File: config.mk
export PLATFORM = sky130hd
export DESIGN_NAME = wrv_div
export DESIGN_NICKNAME = d
export VERILOG_FILES = /design/src/hw/rtl/wrv_pkg.sv /design/src/hw/rtl/wrv_div.sv
export SDC_FILE = /design/constraint.sdc
export NUM_CORES = 1
export LEC_CHECK = 0
export CAP_MARGIN = 10
export CORE_MARGIN = 8
export CORE_UTILIZATION = 31
export CTS_CLUSTER_SIZE = 12
export DETAILED_ROUTE_END_ITERATION = 10
export DONT_BUFFER_PORTS = 1
export MAX_ROUTING_LAYER = met4
export RECOVER_POWER = 50
export SETUP_SLACK_MARGIN = 0.1
export SYNTH_ARGS = -nofsm -noshare
export SYNTH_HDL_FRONTEND = slang
export SYNTH_SLANG_ARGS = --single-unit
File: constraint.sdc
create_clock -name clk_i -period 6.1 [get_ports clk_i]
set_input_delay 0.305 -clock clk_i [delete_from_list [all_inputs] [get_ports clk_i]]
set_output_delay 0.305 -clock clk_i [all_outputs]
set_load 0.02 [all_outputs]
File: src/hw/rtl/wrv_pkg.sv
// shared types and constants of the windowed regression velocity estimator
`timescale 1ns / 1ps

package wrv_pkg;

  localparam int unsigned POS_W      = 32;
  localparam int unsigned TIME_W     = 32;
  localparam int unsigned VEL_W      = 32;
  localparam int unsigned STATUS_W   = 2;
  localparam int unsigned WIN_W      = 5;
  localparam int unsigned SF_W       = 17;
  localparam int unsigned CFG_IDX_W  = 1;
  localparam int unsigned CFG_DATA_W = 17;
  localparam int unsigned QUO_W      = 33;

  localparam logic [CFG_IDX_W-1:0] CFG_WINDOW = 1'd0;
  localparam logic [CFG_IDX_W-1:0] CFG_SMOOTH = 1'd1;

  localparam logic [WIN_W-1:0] WIN_RESET = 5'd5;
  localparam logic [SF_W-1:0]  SF_RESET  = 17'd52429;
  localparam logic [SF_W-1:0]  SF_ONE    = 17'h10000;

  localparam logic [STATUS_W-1:0] STATUS_OK    = 2'd0;
  localparam logic [STATUS_W-1:0] STATUS_FEW   = 2'd1;
  localparam logic [STATUS_W-1:0] STATUS_DEGEN = 2'd2;

  localparam int unsigned DEN_MIN   = 1000;
  localparam int unsigned US_PER_S  = 1000000;
  localparam int unsigned EMA_ROUND = 32768;

  typedef struct packed {
    logic signed [POS_W-1:0] pos_x;
    logic signed [POS_W-1:0] pos_y;
    logic signed [POS_W-1:0] pos_z;
    logic [TIME_W-1:0]       sample_time;
  } in_t;

  typedef struct packed {
    logic signed [VEL_W-1:0] vel_x;
    logic signed [VEL_W-1:0] vel_y;
    logic signed [VEL_W-1:0] vel_z;
    logic [STATUS_W-1:0]     status;
  } out_t;

endpackage

File: src/hw/rtl/wrv_div.sv
// restoring divider, one quotient bit per cycle, with early overflow detect
`timescale 1ns / 1ps

module wrv_div #(
  parameter int unsigned N_W = 112,
  parameter int unsigned D_W = 75
) (
  input  logic                     clk_i,
  input  logic                     rst_ni,
  input  logic                     start_i,
  input  logic [N_W-1:0]           num_i,
  input  logic [D_W-1:0]           den_i,
  output logic                     done_o,
  output logic                     ovf_o,
  output logic [wrv_pkg::QUO_W-1:0] quo_o
);

  localparam int unsigned Q_W  = wrv_pkg::QUO_W;
  localparam int unsigned HI_W = N_W - Q_W;
  localparam int unsigned C_W  = $clog2(Q_W + 1);

  logic           busy_q, busy_d;
  logic           done_q, done_d;
  logic           ovf_q, ovf_d;
  logic [C_W-1:0] cnt_q, cnt_d;
  logic [D_W-1:0] rem_q, rem_d;
  logic [D_W-1:0] den_q, den_d;
  logic [Q_W-1:0] low_q, low_d;
  logic [Q_W-1:0] quo_q, quo_d;

  logic [HI_W-1:0] num_hi;
  logic [D_W:0]    trial;
  logic [D_W:0]    diff;
  logic            ge;

  assign num_hi = num_i[N_W-1:Q_W];
  assign trial  = {rem_q, low_q[Q_W-1]};
  assign diff   = trial - {1'b0, den_q};
  assign ge     = trial >= {1'b0, den_q};

  always_comb begin
    busy_d = busy_q;
    done_d = 1'b0;
    ovf_d  = ovf_q;
    cnt_d  = cnt_q;
    rem_d  = rem_q;
    den_d  = den_q;
    low_d  = low_q;
    quo_d  = quo_q;
    if (start_i) begin
      den_d = den_i;
      quo_d = '0;
      low_d = num_i[Q_W-1:0];
      rem_d = num_hi[D_W-1:0];
      cnt_d = C_W'(Q_W);
      // quotient would need more bits than kept: result saturates anyway
      if (num_hi >= HI_W'(den_i)) begin
        ovf_d  = 1'b1;
        done_d = 1'b1;
      end else begin
        ovf_d  = 1'b0;
        busy_d = 1'b1;
      end
    end else if (busy_q) begin
      rem_d = ge ? diff[D_W-1:0] : trial[D_W-1:0];
      quo_d = {quo_q[Q_W-2:0], ge};
      low_d = {low_q[Q_W-2:0], 1'b0};
      cnt_d = cnt_q - 1'b1;
      if (cnt_q == C_W'(1)) begin
        busy_d = 1'b0;
        done_d = 1'b1;
      end
    end
  end

  always_ff @(posedge clk_i or negedge rst_ni) begin
    if (!rst_ni) begin
      busy_q <= 1'b0;
      done_q <= 1'b0;
      cnt_q  <= '0;
    end else begin
      busy_q <= busy_d;
      done_q <= done_d;
      cnt_q  <= cnt_d;
    end
  end

  always_ff @(posedge clk_i) begin
    ovf_q <= ovf_d;
    rem_q <= rem_d;
    den_q <= den_d;
    low_q <= low_d;
    quo_q <= quo_d;
  end

  assign done_o = done_q;
  assign ovf_o  = ovf_q;
  assign quo_o  = quo_q;

endmodule

==> results of run 1 <==
[sequential cells by signal, summed over array words and instances, names as in the netlist]
signal and count:
busy_q 1, cnt_q 6, rem_q 75, quo_o 33, low_q 33, den_q 75, ovf_o 1, done_o 1
[layout make-up]
cell class / instances / share of cell area, %
clock inverter: 14 / 0.775
inverter: 179 / 3.50
clock buffer: 37 / 4.11
antenna: 2 / 0.0260
sequential: 225 / 33.2
multi-input combinational: 1212 / 44.5
timing repair buffer: 180 / 9.43
tap: 680 / 4.43
[worst min-delay path by stage]
stage	end	slack, ps
finish	rem_q[73]	40
global route	rem_q[52]	20
CTS	rem_q[67]	3
detailed placement	done_o	10
global placement	done_o	10
floorplan	busy_q	9
[kinds of logic after synthesis]
kind of cell,share of synthesized area (%)
compound gates,19.0
simple gates,12.6
buf+inv,6.08
flops,40.2
fa+ha+maj,12.1
mux,6.51
xor+xnor,3.53
[worst max-delay path, stage by stage, from the launching register on]
cell,delay (ps)
dfrtp_2,340
clkbuf_1,1860
or2_4,940
buf_4,730
[report_power, final]
part           total [mW]  internal, mW  switching, mW
clock network        1.72          1.00          0.714
logic                4.47          1.77           2.69
registers            2.45          2.22          0.224
total                8.63          5.00           3.63
[through the flow]
step | hold WS, ps | power, mW | setup slack [ps] | cells
5_1_grt | 24.3 | 9.26 | 1390 | 2529
4_1_cts | 3.43 | 8.62 | 1700 | 2527
3_3_place_gp | 9.89 | 6.66 | 1850 | 2300
3_5_place_dp | 9.87 | 6.73 | 1670 | 2300
6_report | 41.5 | 8.63 | 1760 | 2529
2_1_floorplan | 9.41 | 5.72 | 2730 | 1689
[synthesized netlist by cell type, types with 3 or more instances]
library cell | n | area (um^2)
o21ai_0 | 108 | 541
mux2i_1 | 37 | 370
a221oi_1 | 7 | 61.3
inv_1 | 177 | 664
dfxtp_1 | 33 | 661
nor3_1 | 31 | 155
o31a_1 | 3 | 26.3
and4_1 | 4 | 35.0
o21bai_1 | 18 | 135
nor2b_1 | 6 | 37.5
a21boi_0 | 3 | 22.5
o211ai_1 | 17 | 128
or4_1 | 4 | 30.0
xnor2_1 | 31 | 272
clkbuf_1 | 51 | 191
a211oi_1 | 20 | 150
o21a_1 | 23 | 173
mux2_2 | 59 | 664
xor2_1 | 33 | 289
o311a_1 | 3 | 30.0
o41ai_1 | 4 | 35.0
and2_1 | 5 | 31.3
and3_1 | 14 | 87.6
edfxtp_1 | 184 | 5530
nand3_1 | 23 | 115
nor4_1 | 12 | 75.1
a21o_1 | 71 | 533
or3_1 | 7 | 43.8
o31ai_1 | 8 | 60.1
a21oi_1 | 136 | 681
nor3b_1 | 7 | 52.6
dfrtp_1 | 8 | 200
ha_1 | 152 | 1900
buf_2 | 15 | 75.1
a221o_1 | 6 | 60.1
nand2b_1 | 10 | 62.6
nand2_1 | 139 | 522
or2_2 | 5 | 31.3
nand4_1 | 38 | 238
nor2_1 | 118 | 443
buf_1 | 6 | 22.5
a31oi_1 | 14 | 87.6
[routing by layer]
metal	global-route usage, %	part of all wire (%)
met1	21.8	45
met2	27.6	46
met3	4.03	6.9
met4	4.19	2.1
met5	-	0
==> results.sh, run 1 <==
export IMPL_fmax_mhz=230
export IMPL_regToRegStartpoint="busy_q"
export IMPL_synth_edf_count=184
export IMPL_die_x_um=242
export IMPL_crit_type="register to register"
export IMPL_antenna_found_initial=2
export IMPL_multi_input_area_um2=8550
export IMPL_utilization_pct=37.7
export IMPL_synth_cell_types=73
export IMPL_r2r_end="rem_q[19]"
export IMPL_core_um2=51000
export IMPL_grtUsageTotal_pct=17.2
export IMPL_hp_class="input port to register"
export IMPL_cp_end_kind="register"
export IMPL_drt_wl_total_um=51300
export IMPL_synth_flop_cell="edfxtp_1"
export IMPL_final_common_cell="edfxtp_1"
export IMPL_finalSetupViolations=0
export IMPL_slew_violations=162
export IMPL_seq_area_frac_synth_pct=40.2
export IMPL_grt_pass1_wl_um=79300
export IMPL_hold_violations=0
export IMPL_synth_nets=2032
export IMPL_syn_to_final_growth_pct=20.9
export IMPL_die_y_um=242
export IMPL_r2r_slack_ps=1760
export IMPL_clock_skew_ps=28.4
export IMPL_cts_setup_buffers=0
export IMPL_start_util_pct=31.2
export IMPL_layout_common_cells="edfxtp_1 (184), inv_1 (177), dlygate4sd3_1 (174), ha_1 (152), nand2_1 (139)"
export IMPL_r2r_cells=3
export IMPL_drive_gt1_share_pct=6.61
export IMPL_ctsHtreeMaxLevel=1
export IMPL_cp_arrival_ps=4540
export IMPL_placed_area_um2=16500
export IMPL_wl_per_cell_um=20.3
export IMPL_period_needed_ps=4340
export IMPL_yosysWarningCount=0
export IMPL_pin_count=225
export IMPL_first_global_vias=13600
export IMPL_cellPowerDensity_nw_per_um2=449
export IMPL_cts_num_sinks=225
export IMPL_hold_buffers=176
export IMPL_synth_area_um2=15900
export IMPL_cts_reportedPaths_clkPinSlew_ps=70
export IMPL_worstMarginPinSlew_ps=3120
export IMPL_die_area_um2=58800
export IMPL_violations="max-capacitance violations, max-slew violations"
export IMPL_min_delay_start="num_i[106]"
export IMPL_ctsResizeCount=0
export IMPL_vias=13200
export IMPL_rsz0062_at_grt="no"
export IMPL_post_synth_inst_count=1689
export IMPL_cts_root_buf="clkbuf_16"
export IMPL_seqCellArea_um2=6390
export IMPL_grt_max_degree=145
export IMPL_tns_ps=0
export IMPL_maxCapViolCount=2
export IMPL_nNetsFinal=2169
export IMPL_port_buffers=0
export IMPL_cp_startpoint="busy_q"
export IMPL_drcViolationCount=0
export IMPL_final_area_um2=19200
export IMPL_p_leak_nw=8.06
export IMPL_ir_drop_uv=324
export IMPL_rows=83
export IMPL_num_fill_cells=5064
export IMPL_ant_nets=0
export IMPL_hpwl_um=36000
export IMPL_clock_latency_ps=590
export IMPL_grt_ovfl_total=0
export IMPL_status="finished, violations left"
export IMPL_start_kind="register"
export IMPL_period_share_pct=71.2
export IMPL_async_flop_share_pct=3.56
export IMPL_drtIter0Drc=849
export IMPL_critPathMaxFanout=56
export IMPL_numCtsBuffers=28
export IMPL_endpoint="rem_q[19]"
export IMPL_worst_ep_required_time_ps=6300
export IMPL_whs_path_depth=2
export IMPL_synth_area_per_cell_um2=9.41
export IMPL_clockBufferDepth=3
export IMPL_place_congestion=0.909
export IMPL_ys_ff_latch=225
export IMPL_relSlewSlack_pct=-108
export IMPL_firstDrtPassIters=5
export IMPL_cts_tree="built"
export IMPL_viasPerCell=5.23
Note: power is estimated with default switching activity, not from simulation.
==> run 2: changes to the inputs <==
==> constraint.sdc (replaced) <==
create_clock -name clk_i -period 4.15 [get_ports clk_i]
set_input_delay 0.2075 -clock clk_i [delete_from_list [all_inputs] [get_ports clk_i]]
set_output_delay 0.2075 -clock clk_i [all_outputs]
set_load 0.02 [all_outputs]
==> results.sh, run 2 (synthesized netlist as in run 1, its figures left out) <==
export IMPL_whs_path_depth=2
export IMPL_tns_ps=0
export IMPL_cellPowerDensity_nw_per_um2=662
export IMPL_num_fill_cells=5056
export IMPL_rsz0062_at_grt="no"
export IMPL_min_delay_start="start_i"
export IMPL_syn_to_final_growth_pct=23.2
export IMPL_place_congestion=0.890
export IMPL_wl_per_cell_um=19.9
export IMPL_internal_power_mw=7.53
export IMPL_cpMaxStageDelayCell="o41ai_4"
export IMPL_grt_max_degree=184
export IMPL_grt_use_met1_pct=22.2
export IMPL_clockBufferDepth=3
export IMPL_final_common_cell="dlygate4sd3_1"
export IMPL_firstDrtPassIters=5
export IMPL_swShare_pct=41.9
export IMPL_hold_violations=0
export IMPL_drt_wl_total_um=51200
export IMPL_ir_drop_uv=305
export IMPL_layout_common_cells="dlygate4sd3_1 (186), edfxtp_1 (184), inv_1 (177), ha_1 (151), nand2_1 (138)"
export IMPL_violations="max-capacitance violations, max-slew violations"
export IMPL_nNetsFinal=2213
export IMPL_status="finished, violations left"
export IMPL_start_util_pct=31.2
export IMPL_relSlewSlack_pct=-171
export IMPL_max_stage_delay_ps=460
export IMPL_rows=83
export IMPL_core_um2=51000
export IMPL_viasPerCell=5.22
export IMPL_grt_pass1_wl_um=80200
export IMPL_vias=13400
export IMPL_r2r_slack_ps=310
export IMPL_die_y_um=242
export IMPL_cp_end_kind="register"
export IMPL_path_buf_inv=0
export IMPL_finalSetupViolations=0
export IMPL_clock_skew_ps=38.7
export IMPL_numCtsBuffers=28
export IMPL_regToRegStartpoint="rem_q[8]"
export IMPL_cpLargestDelayFamily="compound AO/OA/AOI/OAI gates"
export IMPL_path_cells="ha_1, nand2_1, or3_1, a211oi_2, o31ai_2, o31a_1, o41ai_4, a21oi_2, o31ai_1, nand4_1, nor3b_1"
export IMPL_ant_nets=0
export IMPL_hp_class="input port to register"
export IMPL_drcViolationCount=0
export IMPL_switchingPower_mw=5.44
export IMPL_cp_arrival_ps=4160
export IMPL_maxCapViolCount=1
export IMPL_ctsHtreeMaxLevel=1
export IMPL_top_usage_layer="met2"
export IMPL_cts_setup_buffers=0
export IMPL_cts_num_sinks=225
export IMPL_power_frac_comb_pct=53.3
export IMPL_drtIter0Drc=791
export IMPL_port_buffers=0
export IMPL_cts_tree="built"
export IMPL_finalNonFillerCells=2572
export IMPL_p_leak_nw=8.27
export IMPL_start_kind="register"
export IMPL_clock_latency_ps=590
export IMPL_grtUsageTotal_pct=17.3
export IMPL_first_global_vias=14000
export IMPL_die_x_um=242
export IMPL_p_seq_share_pct=27.7
export IMPL_critPathMaxFanout=7
export IMPL_grt_met2_usage_pct=28.1
export IMPL_multi_input_area_um2=8570
export IMPL_slew_violations=184
export IMPL_worstMarginPinSlew_ps=4060
export IMPL_num_antenna_cells=0
export IMPL_holdPathEnd="rem_q[72]"
export IMPL_crit_type="register to register"
export IMPL_dpl_cell_count=2333
export IMPL_global_route_usage_met3_pct=3.32
export IMPL_top_regs="den_q (75), rem_q (75)"
export IMPL_grt_ovfl_total=0
export IMPL_pin_count=225
export IMPL_worst_ep_required_time_ps=4470
export IMPL_drive_gt1_share_pct=8.35
export IMPL_cts_root_buf="clkbuf_16"
export IMPL_cts_reportedPaths_clkPinSlew_ps=60
export IMPL_layout_setup_ws_ps=308
export IMPL_hpwl_um=36700
export IMPL_clkPwrFrac_pct=19.0
export IMPL_seqCellArea_um2=6390
export IMPL_r2r_end="rem_q[71]"
export IMPL_period_needed_ps=3840
export IMPL_period_share_pct=92.6
export IMPL_fmax_mhz=260
export IMPL_die_area_um2=58800
export IMPL_antenna_found_initial=1
export IMPL_r2r_cells=11
export IMPL_dp_slack_ps=256
run 2: repair_timing:
item | CTS | global route
hold endpoints to repair | 305 | 0
resized for setup | 0 | 4
setup endpoints to repair | 0 | 6
hold buffers | 187 | 0
run 2: area by class of cell:
class | count | area share (%)
Sequential cell | 225 | 32.6
Inverter | 179 | 3.43
Clock inverter | 16 | 0.818
Multi-Input combinational cell | 1212 | 43.7
Timing Repair Buffer | 224 | 11.2
Clock buffer | 36 | 3.84
Tap cell | 680 | 4.34
run 2: how the worst max path moves through the flow:
| stage | from | end | slack, ps | depth (start not counted) |
|---|---|---|---|---|
| after floorplan | rem_q[6] | rem_q[69] | 780 | 12 |
| after global placement | low_q[32] | rem_q[70] | 330 | 17 |
| after detailed placement | rem_q[37] | rem_q[70] | 260 | 13 |
| after CTS | rem_q[37] | rem_q[70] | 230 | 13 |
| after global routing | rem_q[33] | rem_q[70] | 70 | 13 |
| final | rem_q[8] | rem_q[71] | 310 | 11 |
run 2: worst reg2reg max path: cells and delay by family (launching register included):
family	cells	cell delay (ps)
simple gates	4	870
fa+ha+maj	1	430
flops	1	390
compound gates	6	1930
run 2: metrics by stage:
| step | area [um^2] | total power, mW | hold slack [ps] | utilization [%] |
|---|---|---|---|---|
| after floorplan | 15900 | 8.41 | -88.1 | - |
| after global placement | 16800 | 10.1 | -87.6 | 32.9 |
| after detailed placement | 16800 | 10.2 | -87.7 | 32.9 |
| after CTS | 19600 | 13.0 | 1.85 | 38.4 |
| after global routing | 19600 | 13.9 | 50.1 | 38.4 |
| final | 19600 | 13.0 | 61.6 | 38.4 |
run 2: routing by layer:
layer	routed length, um	vias to the layer above	share of wire [%]
li1	-	6521	-
met1	23000	6439	45
met2	23700	397	46
met3	3540	67	6.9
met4	989	0	1.9
met5	0	-	0
run 2: power groups by stage:
stage                     logic, mW  clock network, mW  registers (mW)
after floorplan                4.89                  0            3.52
after global placement         6.54                  0            3.60
after detailed placement       6.62                  0            3.61
after CTS                      6.86               2.55            3.58
after global routing           7.64               2.63            3.66
final                          6.92               2.46            3.59
