<file path="config.mk">
export PLATFORM = sky130hd
export DESIGN_NAME = wrv_mul
export DESIGN_NICKNAME = d
export VERILOG_FILES = /design/src/hw/rtl/wrv_mul.sv
export SDC_FILE = /design/constraint.sdc
export NUM_CORES = 1
export LEC_CHECK = 0
export BUFFER_PORTS_ARGS = -buffer_cell sky130_fd_sc_hd__buf_2
export CORE_MARGIN = 1.5
export CORE_UTILIZATION = 53
export DETAILED_ROUTE_END_ITERATION = 10
export GPL_ROUTABILITY_DRIVEN = 0
export PLACE_DENSITY = 0.77
export SLEW_MARGIN = 20
export SYNTH_ARGS = -nofsm -noshare
export SYNTH_HDL_FRONTEND = slang
export SYNTH_SLANG_ARGS = --single-unit
</file>
<file path="constraint.sdc">
create_clock -name clk_i -period 4.15 [get_ports clk_i]
set_clock_uncertainty 0.2 [all_clocks]
set_input_delay 0.83 -clock clk_i [delete_from_list [all_inputs] [get_ports clk_i]]
set_output_delay 0.83 -clock clk_i [all_outputs]
set_load 0.01 [all_outputs]
</file>
<file path="src/hw/rtl/wrv_mul.sv">
// bit-serial shift-add unsigned multiplier, one multiplier bit per cycle
`timescale 1ns / 1ps

module wrv_mul #(
  parameter int unsigned A_W = 75,
  parameter int unsigned B_W = 37
) (
  input  logic               clk_i,
  input  logic               rst_ni,
  input  logic               start_i,
  input  logic [A_W-1:0]     a_i,
  input  logic [B_W-1:0]     b_i,
  output logic               done_o,
  output logic [A_W+B_W-1:0] prod_o
);

  localparam int unsigned P_W = A_W + B_W;
  localparam int unsigned C_W = $clog2(B_W + 1);

  logic           busy_q, busy_d;
  logic           done_q, done_d;
  logic [C_W-1:0] cnt_q, cnt_d;
  logic [P_W-1:0] acc_q, acc_d;
  logic [P_W-1:0] ash_q, ash_d;
  logic [B_W-1:0] bsh_q, bsh_d;

  always_comb begin
    busy_d = busy_q;
    done_d = 1'b0;
    cnt_d  = cnt_q;
    acc_d  = acc_q;
    ash_d  = ash_q;
    bsh_d  = bsh_q;
    if (start_i) begin
      busy_d = 1'b1;
      cnt_d  = C_W'(B_W);
      acc_d  = '0;
      ash_d  = P_W'(a_i);
      bsh_d  = b_i;
    end else if (busy_q) begin
      if (bsh_q[0]) begin
        acc_d = acc_q + ash_q;
      end
      ash_d = {ash_q[P_W-2:0], 1'b0};
      bsh_d = {1'b0, bsh_q[B_W-1:1]};
      cnt_d = cnt_q - 1'b1;
      if (cnt_q == C_W'(1)) begin
        busy_d = 1'b0;
        done_d = 1'b1;
      end
    end
  end

  always_ff @(posedge clk_i or negedge rst_ni) begin
    if (!rst_ni) begin
      busy_q <= 1'b0;
      done_q <= 1'b0;
      cnt_q  <= '0;
    end else begin
      busy_q <= busy_d;
      done_q <= done_d;
      cnt_q  <= cnt_d;
    end
  end

  always_ff @(posedge clk_i) begin
    acc_q <= acc_d;
    ash_q <= ash_d;
    bsh_q <= bsh_d;
  end

  assign done_o = done_q;
  assign prod_o = acc_q;

endmodule

</file>
==> results of run 1 <==
## metrics by stage
stage / hold WS, ns / utilization / setup slack (ns) / total power [mW]
2_1_floorplan: 0.281 / - / 0.262 / 5.90
3_3_place_gp: 0.254 / 0.592 / 0.182 / 6.89
3_5_place_dp: 0.259 / 0.592 / 0.0742 / 6.96
4_1_cts: 0.268 / 0.622 / 0.0540 / 9.55
5_1_grt: 0.293 / 0.625 / 0.00257 / 10.2
6_report: 0.269 / 0.625 / 0.148 / 9.59
## state kept, by name (all words and copies together), names as in the netlist
name    cells
ash_q     112
prod_o    112
bsh_q      37
cnt_q       6
busy_q      1
done_o      1
## path summary, 6_finish.rpt
kind	startpoint	slack (ns)	endpoint	cells past startpoint
max in group asynchronous	rst_ni	3.12	busy_q	2
worst min-delay path	prod_o[93]	0.27	prod_o[93]	2
min in group asynchronous	rst_ni	0.44	cnt_q[3]	2
worst max register to register	ash_q[9]	0.15	prod_o[106]	12
worst min register to register	prod_o[93]	0.27	prod_o[93]	2
worst max-delay path	ash_q[9]	0.15	prod_o[106]	12
## tightest hold or removal path: stages, from the launching register on
cell and delay (ns):
sky130_fd_sc_hd__dfxtp_1 0.32, sky130_fd_sc_hd__nand2_1 0.05, sky130_fd_sc_hd__o21ai_1 0.05
## cells in the mapped netlist (51+ instances only)
cell                       count
sky130_fd_sc_hd__clkbuf_1     97
sky130_fd_sc_hd__nand2_1     282
sky130_fd_sc_hd__dfxtp_1     149
sky130_fd_sc_hd__nand4_1      51
sky130_fd_sc_hd__edfxtp_1    112
sky130_fd_sc_hd__a21o_1       54
sky130_fd_sc_hd__o21ai_0      84
sky130_fd_sc_hd__ha_1        113
sky130_fd_sc_hd__xnor2_1      56
sky130_fd_sc_hd__nor2_1      173
sky130_fd_sc_hd__mux2_2      111
sky130_fd_sc_hd__a21oi_1     219
## layout make-up
| type | instances | area (µm²) |
|---|---|---|
| clock buffer | 45 | 851 |
| clock inverter | 9 | 83.8 |
| fill | 2799 | 11900 |
| inverter | 28 | 109 |
| multi-input combinational | 1547 | 10200 |
| sequential | 269 | 6550 |
| tap | 402 | 503 |
| timing repair buffer | 273 | 1520 |
## layer usage
layer / part of all wire / GRT usage / routed length [µm] / vias to the layer above
met3: 0.081 / 0.0435 / 3790 / 113
met2: 0.45 / 0.448 / 21200 / 643
met4: 0.033 / 0.0948 / 1530 / 0
li1: - / - / - / 7498
met1: 0.43 / 0.372 / 20100 / 7267
met5: 0 / 0 / 0 / -
## power by group through the flow
stage	Sequential (mW)	Clock [mW]	Combinational, mW
after floorplan	3.45	0	2.45
after global placement	3.41	0	3.48
after detailed placement	3.43	0	3.53
after CTS	3.38	2.60	3.57
after global routing	3.43	2.71	4.04
final	3.38	2.55	3.66
## what timing repair did
action	CTS	global route
setup buffers	0	1
gates resized for setup	0	16
endpoints found under the hold margin	8	0
setup endpoints to repair	0	18
hold buffers	1	0
## cells by family (layout without fill, tap and decap cells)
logic type	count (synthesis)	after routing	share of synthesized area
DFF	269	269	0.381
and+or+nand+nor	628	628	0.161
xor gates and xnor gates	100	100	0.0510
AOI/OAI and AO/OA	555	555	0.198
buffers and inverters	132	355	0.0289
adders and majority gates	114	114	0.0835
muxes	150	150	0.0956
==> results list, run 1 <==
- For this run, the detailed router's first-pass iteration total came to 5.
- Instance count of the mapped netlist: 1948
- YS warnings: 0
- In the global route stage, overall resource usage came out at 0.275.
- Synthesis produced a netlist with a net count of 2177.
- Counting flops with a built-in enable in the synthesized netlist gives around 110.
- STA puts the critical path data required time at around 4.5 ns.
* Vias post-DR: around 16000
- Broken down by cell family, the worst path's largest delay share belongs to compound AO/OA/AOI/OAI gates.
* Total routed wirelength: roughly 47000 µm
- Area of all placed cells without fillers: between 15000 and 20000 µm²
* Antenna violation net count after detailed routing: 0
- The mapped netlist covers between 15000 and 20000 µm².
* Final Max Slew Viols: 0
- For this run, asynchronously set or reset flops after synthesis account for 0.0297.
* Ys flop type: sky130_fd_sc_hd__dfxtp_1
- STA classifies the critical path endpoint as a register.
* Main area contributors after synthesis: sky130_fd_sc_hd__edfxtp_1 20%, sky130_fd_sc_hd__dfxtp_1 17%, sky130_fd_sc_hd__ha_1 8.2%
* Mapped Avg Cell Area: roughly 8.8 µm²
- The via count of the first global-routing pass is between 15000 and 20000.
- The largest total area in the synthesized netlist belongs to sky130_fd_sc_hd__edfxtp_1.
- Critical Path Fanout Max: 6
* Number of diodes added for antenna fixing: 0
- Dividing the final minimum period by the clock period gives 0.964.
- Commonest non-fill, non-tap cells in the layout: 281 x sky130_fd_sc_hd__nand2_1, 226 x sky130_fd_sc_hd__buf_2, 218 x sky130_fd_sc_hd__a21oi_1
* Proportion of total power due to net switching: 0.369
- IO Pins: about 230
- Largest stage delay, worst path: approximately 0.50 ns
- IO buf count: around 230
* Most frequent standard cell in the layout excluding fill and tap cells: sky130_fd_sc_hd__nand2_1
* Share of cells above drive strength 1: 0.211
- Final-report setup violation count: 0
* Slew of the pin with the lowest slew margin: between 1 and 1.5 ns
* Hold violation total from the final report: 0
* Power density of the placed cells: roughly 480 nW/µm²
- TritonCTS built the clock tree.
* Site Rows: 65
* Detailed-route DRC error count: 0
- Layout area overhead: 15.4%
- Clk network pwr share: 0.265
- Clock Path Buffers: 3
* Count of nets after finishing: 2377
- Final worst path period need: roughly 4 ns
- Adding up every negative setup slack in the final design gives 0 ns.
- The run finished with clean final reports.
- Half-perimeter wire length after detailed placement: roughly 35000 µm
- Arr. time, crit path: approximately 4.3 ns
- CTS built an H-tree with a depth of 1.
- Standby leakage power: around 9 nW
* Min-Delay Path Class: register to register
- Clock tree synthesis selected as its root buffer the cell sky130_fd_sc_hd__clkbuf_16.
* Initial cell density of the core: 0.541
- Area of the core: between 30000 and 40000 µm²
- Wire length of the first global-routing pass: 76000 µm
- CTS Buf Count: 29
- On the critical path, the stage with the largest delay is an instance of sky130_fd_sc_hd__a2111oi_0.
- Number of flip-flops and latches in the synthesized netlist: ~270
- Placed Instance Area: 18800 µm²
- The initial antenna violation count is 0.
- Critical path launch point type: register
* Largest net degree at the start of global routing: roughly 120
- Fmax: ~250 MHz
- Via-per-instance ratio: ~6.0
- For this run, the register share of the synthesized area comes to 0.381.
- After synthesis, the netlist uses 74 different library cells.
* Die footprint: about 33000 µm²
* Post-detailed-route wirelength per cell: 18.1 µm
* Non-filler instance count after layout: ~2600
- Buffer and inverter count on the worst path: 0
* Cells along the critical path: ha_1 -> nand4_1 -> nor2_1 -> o221ai_2 -> a2111oi_0 -> a211oi_1 -> o221a_2 -> a21oi_1 -> o21ai_1 -> o31a_1 -> or4_1 -> nand3_1
- In this run, placement finished with an instance count of 2517.
* Crit Path Class: register to register
- Summed over all nets, the switching power comes to 3.54 mW.
- The internal portion of the total power is 6.05 mW.
- Slew headroom: 0.315
- Max-capacitance violation count: 0
- Across the VDD grid, the largest voltage drop is 0.472 mV.
- Of the total power, registers draw 0.353.
* Clock insertion delay at the later pin of the skew report: about 0.56 ns
* Setup repair after global routing missed its margin: false
* Drt first-iter violations: 1504
- Overflow left after global routing: 0
- Yosys top cell area share: 0.196
- Clock sink count: roughly 270
- The die is about 180 µm tall.
- Measured along the x axis, the die boundary spans 183 µm.
- Clock transition at the register clock pins on the worst setup and hold paths after CTS: approximately 0.06 ns
- Power share of the combinational group: 0.382
No activity file was read; power rests on OpenSTA's default activity.
==> run 2, diff against run 1 <==
CORE_UTILIZATION = 55   (was 53)
CTS_BUF_LIST = sky130_fd_sc_hd__clkbuf_4 sky130_fd_sc_hd__clkbuf_8   (was default)
PLACE_DENSITY = 0.8   (was 0.77)
==> run 2 against run 1 <==
Sequential power about the same. Global-route usage grew 0.49 points. Register-to-register slack gained 0.04 ns. Critical path type unchanged. Flip-flop and latch count unchanged. Via count grew 0.86%. Clock power up 4%. Total power up 0.75%. Routed wire length is 0.13% lower. First-iteration DRC count decreased by 9.6%. Non-clock buffer count increased by 1. Critical endpoint is now prod_o[97].
==> results list, run 2 (synthesized netlist as in run 1, its figures left out) <==
* Slew of the pin with the lowest slew margin: 0.988 ns (-0.0390 ns)
- Clock sink count: 269 (unchanged)
* Worst IR drop on VDD: 0.418 mV (-12%)
* Die footprint: 32300 µm² (-3.6%)
* Share of power burned in registers: 0.351 (-0.002)
- Hold path endpoint: prod_o[32]
- Area of all placed cells without fillers: 19900 µm² (+0.22%)
* Commonest non-fill, non-tap cells in the layout: 280 x sky130_fd_sc_hd__nand2_1, 226 x sky130_fd_sc_hd__buf_2, 218 x sky130_fd_sc_hd__a21oi_1
- Clk network pwr share: 0.274 (+0.009)
* Die Span X: 180 µm (-1.8%)
- Vias post-DR: 15700 (+0.86%)
* Clock transition at the register clock pins on the worst setup and hold paths after CTS: 0.06 ns (about the same)
* Crit Path Class: register to register
* Layout area overhead: 15.7%
- Proportion of total power due to net switching: 0.373 (+0.00420)
- The post-route clock period utilization is 0.956 (-0.00860).
- The switching power total is 3.61 mW (+1.9%).
* Worst reg-to-reg path cell count: 12 (unchanged)
- Final-report setup violation count: 0 (unchanged)
- The count of filler cells inserted in the layout came to 2571 (-8.1%).
- TritonCTS built the clock tree.
- Critical Path Fanout Max: 5 (-1)
- The utilization of the core after routing was 0.647 (+0.0228).
- The number of maximum-capacitance violations is 0 (unchanged).
- The combinational group share of total power is 0.376 (-0.006).
- Antenna violation net count after detailed routing: 0 (unchanged)
- Critical path launch point type: register
- The initial antenna violation count came to 0 (unchanged).
* Non-filler instance count after layout: 2602 (+1.1%)
- The run finished with clean final reports.
- Cell at the root of the clock tree: sky130_fd_sc_hd__clkbuf_8
- Total routing resource utilization after global routing: 0.280 (+0.00494)
- Setup Fix Bufs, Post-CTS: 0 (unchanged)
- Cell Count Post-Placement: 2513 (-0.16%)
- The total number of H-tree levels is 2 (+1).
- The worst hold path belongs to the class register to register.
- Crit path max-delay cell type: sky130_fd_sc_hd__or4_1
- Post-detailed-route wirelength per cell: 17.9 µm (-1.2%)
- Total internal power: 6.05 mW (about the same)
- The pin count of the biggest net entering global routing is 84 (-32%).
- The worst stage delay on the critical path came to 0.59 ns (+0.09 ns).
- The worst setup path is captured at a register.
* IO Pins: 228 (unchanged)
- Placed Instance Area: 18800 µm² (about the same)
- Clock insertion delay at the later pin of the skew report: 0.59 ns (+0.03 ns)
* Setup repair after global routing missed its margin: false
* Share of cells above drive strength 1: 0.224 (+0.0134)
- The worst slew margin relative to its limit came to 0.341 (+0.0260).
- Count of nets after finishing: 2396 (+0.80%)
- The power per cell area came to 486 nW/µm² (+0.53%).
- Hold violation total from the final report: 0 (unchanged)
- The data arrival time of the worst path is 4.22 ns (-0.08 ns).
- Reg-to-reg slack, setup: 0.18 ns (+0.04 ns)
* CTS Buf Count: 47 (+62%)
- Standby leakage power: 8.85 nW (+0.98%)
- Clock Path Buffers: 3 (unchanged)
* Area of the core: 30700 µm² (-3.3%)
- The total count of max-transition violations in the final report was 0 (unchanged).
- Die Span Y: 180 µm (-1.8%)
- The wire length after detailed routing came to 46500 µm (-0.13%).
* IO buf count: 227 (unchanged)
- The startpoint identified for the worst register-to-register timing path is ash_q[30].
- The total congestion overflow came to 0 (unchanged).
- Final hold slack: 0.269 ns (+0.000736 ns)
* Most frequent standard cell in the layout excluding fill and tap cells: sky130_fd_sc_hd__nand2_1
- Drt first-iter violations: 1359 (-9.6%)
- Final worst path period need: 3.97 ns (-0.0357 ns)
* Half-perimeter wire length after detailed placement: 34500 µm (about the same)
- The critical path goes through ha_1 -> nand2_1 -> or4_1 -> or4_1 -> nor3_4 -> o211ai_2 -> a2111oi_4 -> nor2_2 -> o311ai_4 -> nand2_1 -> and3_1 -> o31a_1.
- The number of diodes is 0 (unchanged).
* Buffer and inverter count on the worst path: 0 (unchanged)
* Iteration count of the initial detailed-routing pass: 8 (+3)
- The number of placement rows was 64 (-1.5%).
- The effective utilization at floorplan was 0.560 (+0.0185).
- Endpoint of the most critical register-to-register path: prod_o[97]
* Required time at the endpoint of the critical path: 4.40 ns (-0.05 ns)
- Among cell families on the critical path, the largest total delay comes from simple AND/OR/NAND/NOR gates.
- The post-route setup TNS came to 0 ns (unchanged).
- The worst hold path begins at prod_o[32].
- The via-per-instance ratio is 6.02 (-0.27%).
- Number of global-route vias before repair: 15200 (+0.97%)
* Wire length of the first global-routing pass: 75700 µm (-0.44%)
* Detailed-route DRC error count: 0 (unchanged)
* Cell depth of the worst hold path: 2 (unchanged)
* Fmax: 252 MHz (+0.90%)
[run 2: cell types whose count changed in the layout (fill, tap and decap cells not counted), moves of 3 or more]
cell,previous run,this run
sky130_fd_sc_hd__clkbuf_8,5,55
sky130_fd_sc_hd__clkbuf_1,10,0
sky130_fd_sc_hd__clkbuf_4,1,18
sky130_fd_sc_hd__clkinv_2,3,6
sky130_fd_sc_hd__clkbuf_16,30,0
[run 2: worst min-delay path, delay by kind of cell, from the launching register on]
family | cells | cell delay, ns
simple gates | 1 | 0.06
compound gates | 1 | 0.05
flops | 1 | 0.32
[run 2: area by class of cell]
type / count / area, µm² / share of cell area
flip-flops and latches: 269 / 6550 / 0.330
well taps: 396 / 495 / 0.0250
inverters: 28 / 109 / 0.00548
repair buffers: 274 / 1530 / 0.0768
clock buffers: 72 / 878 / 0.0442
multi-input cells: 1547 / 10200 / 0.511
clock inverters: 16 / 148 / 0.00744
[run 2: repair_timing]
| item | CTS | global route |
|---|---|---|
| endpoints found under the hold margin | 8 | 0 |
| resized for setup | 0 | 7 |
| hold buffers | 1 | 0 |
| endpoints found under the setup margin | 0 | 10 |
[run 2: power groups by stage]
| stage | Sequential, mW | Combinational (mW) | Clock, mW |
|---|---|---|---|
| after CTS | 3.38 | 3.54 | 2.69 |
| after global placement | 3.41 | 3.46 | 0 |
| after detailed placement | 3.43 | 3.51 | 0 |
| final | 3.39 | 3.63 | 2.64 |
| after global routing | 3.42 | 4.00 | 2.82 |
| after floorplan | 3.45 | 2.45 | 0 |
[run 2: worst max-delay path by stage]
stage,startpoint,depth (start not counted),end,slack [ns]
final,ash_q[30],12,prod_o[97],0.18
after global routing,ash_q[42],12,prod_o[99],0.007
after CTS,prod_o[0],13,prod_o[106],0.04
after detailed placement,prod_o[0],13,prod_o[106],0.11
after global placement,ash_q[0],13,prod_o[66],0.19
after floorplan,start_i,5,ash_q[0],0.26
[run 2: per-stage QoR]
step	power [mW]	setup slack [ns]
finish	9.66	0.183
global route	10.2	0.00704
CTS	9.62	0.0398
detailed placement	6.95	0.111
global placement	6.87	0.188
floorplan	5.90	0.262
[run 2: routing by layer]
metal | GRT usage | vias to the layer above | share of wire
met5 | 0 | - | 0
met4 | 0.108 | 0 | 0.037
met2 | 0.450 | 683 | 0.45
li1 | - | 7554 | -
met3 | 0.0539 | 120 | 0.084
met1 | 0.374 | 7297 | 0.43
==> run 3, diff against run 2 <==
MAX_ROUTING_LAYER = met4   (was default)
==> run 3 against run 2 <==
Combinational power about the same. Total power about the same. Utilization about the same.
==> results list, run 3 (synthesized netlist as in run 1, its figures left out) <==
* Overflow left after global routing: 0 (unchanged)
- The initial antenna violation count was 0 (unchanged).
- The area growth from synthesis to layout was 15.7% (about the same).
- Share of cells above drive strength 1: 0.224 (+0.000453)
- Fmax: 252 MHz (about the same)
- Total routing resource utilization after global routing: 0.289 (+0.00846)
- Source of the worst register-to-register timing path: ash_q[30]
* Hold path endpoint: prod_o[32]
- The clock-pin slew on the worst setup and hold paths came to 0.06 ns (about the same).
* Worst reg-to-reg path cell count: 12 (unchanged)
* Uppermost metal layer occupied by signal nets: met4
- Initial cell density of the core: 0.560 (unchanged)
- Reg-to-reg slack, setup: 0.19 ns (about the same)
- Drt first-iter violations: 1439 (+5.9%)
- Final-report setup violation count: 0 (unchanged)
* Clock sink count: 269 (unchanged)
- The wire length after detailed routing was 46400 µm (-0.14%).
- Worst path top cell family by delay: simple AND/OR/NAND/NOR gates
* IO Pins: 228 (unchanged)
* Required time at the endpoint of the critical path: 4.40 ns (about the same)
- Setup repair after global routing left no endpoint under its margin.
- Die footprint: 32300 µm² (unchanged)
- Die Span Y: 180 µm (unchanged)
* Commonest non-fill, non-tap cells in the layout: 280 x sky130_fd_sc_hd__nand2_1, 226 x sky130_fd_sc_hd__buf_2, 218 x sky130_fd_sc_hd__a21oi_1
- Non-filler instance count after layout: 2602 (unchanged)
* Antenna violation net count after detailed routing: 0 (unchanged)
- The signal on the critical path passes through ha_1 -> nand2_1 -> or4_1 -> or4_1 -> nor3_4 -> o211ai_2 -> a2111oi_4 -> nor2_2 -> o311ai_4 -> nand2_1 -> and3_1 -> o31a_1.
- The number of diodes came to 0 (unchanged).
* Endpoint of the most critical register-to-register path: prod_o[97]
- The number of iterations in the first detailed-routing pass is 8 (unchanged).
- The detailed-routing wirelength on met1 came to 20100 µm (+0.83%).
- Critical Path End Type: register
- Die Span X: 180 µm (unchanged)
- TritonCTS clock tree: built
* DR WL met3: 3700 µm (-5.8%)
- Slew headroom: 0.338 (-0.00396)
* Min-Delay Path Class: register to register
- The maximum root-to-sink buffer count came to 3 (unchanged).
* Cell depth of the worst hold path: 2 (unchanged)
- Vias post-DR: 15700 (+0.14%)
- Setup Fix Bufs, Post-CTS: 0 (unchanged)
- Site Rows: 64 (unchanged)
- Final worst path period need: 3.96 ns (-0.00346 ns)
- Crit path max-delay cell type: sky130_fd_sc_hd__or4_1
* Detailed-route DRC error count: 0 (unchanged)
* IO buf count: 227 (unchanged)
- Hold violation total from the final report: 0 (unchanged)
- The routed length per instance is 17.9 µm (-0.14%).
- The measured slew at the worst slew-check pin is 0.994 ns (+0.00594 ns).
* Crit Path Class: register to register
- Final hold slack: 0.269 ns (+0.0000320 ns)
- Wire length on met2: 21000 µm (+0.42%)
* Worst IR drop on VDD: 0.419 mV (+0.16%)
- Max-capacitance violation count: 0 (unchanged)
- The pin count of the biggest net entering global routing came to 84 (unchanged).
* Cell at the root of the clock tree: sky130_fd_sc_hd__clkbuf_8
- Setup total negative slack: 0 ns (unchanged)
- The number of nets at the end of the flow came to 2396 (unchanged).
* Half-perimeter wire length after detailed placement: 34500 µm (unchanged)
- The power per cell area came to 486 nW/µm² (-0.11%).
- The data arrival time of the worst path was 4.21 ns (about the same).
- Largest stage delay, worst path: 0.59 ns (about the same)
* Number of global-route vias before repair: 15200 (+0.079%)
- Critical Path Fanout Max: 5 (unchanged)
- Run status: complete, no violations
- The utilization of the core after routing is 0.648 (about the same).
- The core area is 30700 µm² (unchanged).
* Number of levels in the clock H-tree: 2 (unchanged)
- The post-route clock period utilization was 0.955 (about the same).
- CTS Buf Count: 47 (unchanged)
* Wire length of the first global-routing pass: 75700 µm (about the same)
- The placed instance count was 2513 (unchanged).
* Standby leakage power: 8.85 nW (about the same)
- The clock latency reported for the late side of the worst-skew pair was 0.59 ns (about the same).
* Most frequent standard cell in the layout excluding fill and tap cells: sky130_fd_sc_hd__nand2_1
- The startpoint identified for the worst hold timing path is prod_o[32].
- The worst setup path is launched from a register.
- The via-per-instance ratio came to 6.02 (+0.14%).
- Buffer and inverter count on the worst path: 0 (unchanged)
- The overall power of the completed layout came to 9.65 mW (about the same).
* Final Max Slew Viols: 0 (unchanged)
-- run 3: worst max path at each step --
stage | slack (ns) | from | to | depth (start not counted)
2_1_floorplan | 0.26 | start_i | ash_q[0] | 5
3_3_place_gp | 0.19 | ash_q[0] | prod_o[66] | 13
3_5_place_dp | 0.11 | prod_o[0] | prod_o[106] | 13
4_1_cts | 0.04 | prod_o[0] | prod_o[106] | 13
5_1_grt | 0.007 | ash_q[42] | prod_o[99] | 12
6_report | 0.19 | ash_q[30] | prod_o[97] | 12
-- run 3: final cells by class --
| type | instances | area, µm² |
|---|---|---|
| Sequential cell | 269 | 6550 |
| Multi-Input combinational cell | 1547 | 10200 |
| Clock inverter | 16 | 148 |
| Clock buffer | 72 | 878 |
| Timing Repair Buffer | 274 | 1530 |
| Fill cell | 2571 | 10800 |
| Tap cell | 396 | 495 |
| Inverter | 28 | 109 |
-- run 3: stage by stage --
step / setup WS [ns] / cell area [µm²]
after floorplan: 0.262 / 17200
after detailed placement: 0.111 / 18800
final: 0.187 / 19900
after global routing: 0.00706 / 19900
after CTS: 0.0398 / 19800
after global placement: 0.188 / 18800
-- run 3: what timing repair did --
action	CTS	global route
hold buffers	1	0
setup endpoints to repair	0	10
resized for setup	0	8
endpoints found under the hold margin	8	0
-- run 3: per-layer routing --
layer  track usage  up-vias
met5             -        -
li1              -     7551
met1         0.377     7323
met2         0.450      684
met4         0.107        0
met3        0.0480      118
-- run 3: power breakdown --
part,total [mW],switching [mW],internal (mW)
clock network,2.63,1.14,1.49
logic,3.63,2.18,1.45
registers,3.38,0.271,3.11
-- run 3: worst register-to-register path, cell delays in order (launching register included) --
cell and delay (ns):
sky130_fd_sc_hd__edfxtp_1 0.38, sky130_fd_sc_hd__ha_1 0.31, sky130_fd_sc_hd__nand2_1 0.12, sky130_fd_sc_hd__or4_1 0.55
sky130_fd_sc_hd__or4_1 0.59, sky130_fd_sc_hd__nor3_4 0.18, sky130_fd_sc_hd__o211ai_2 0.16, sky130_fd_sc_hd__a2111oi_4 0.39
sky130_fd_sc_hd__nor2_2 0.12, sky130_fd_sc_hd__o311ai_4 0.28, sky130_fd_sc_hd__nand2_1 0.11, sky130_fd_sc_hd__and3_1 0.18
sky130_fd_sc_hd__o31a_1 0.27
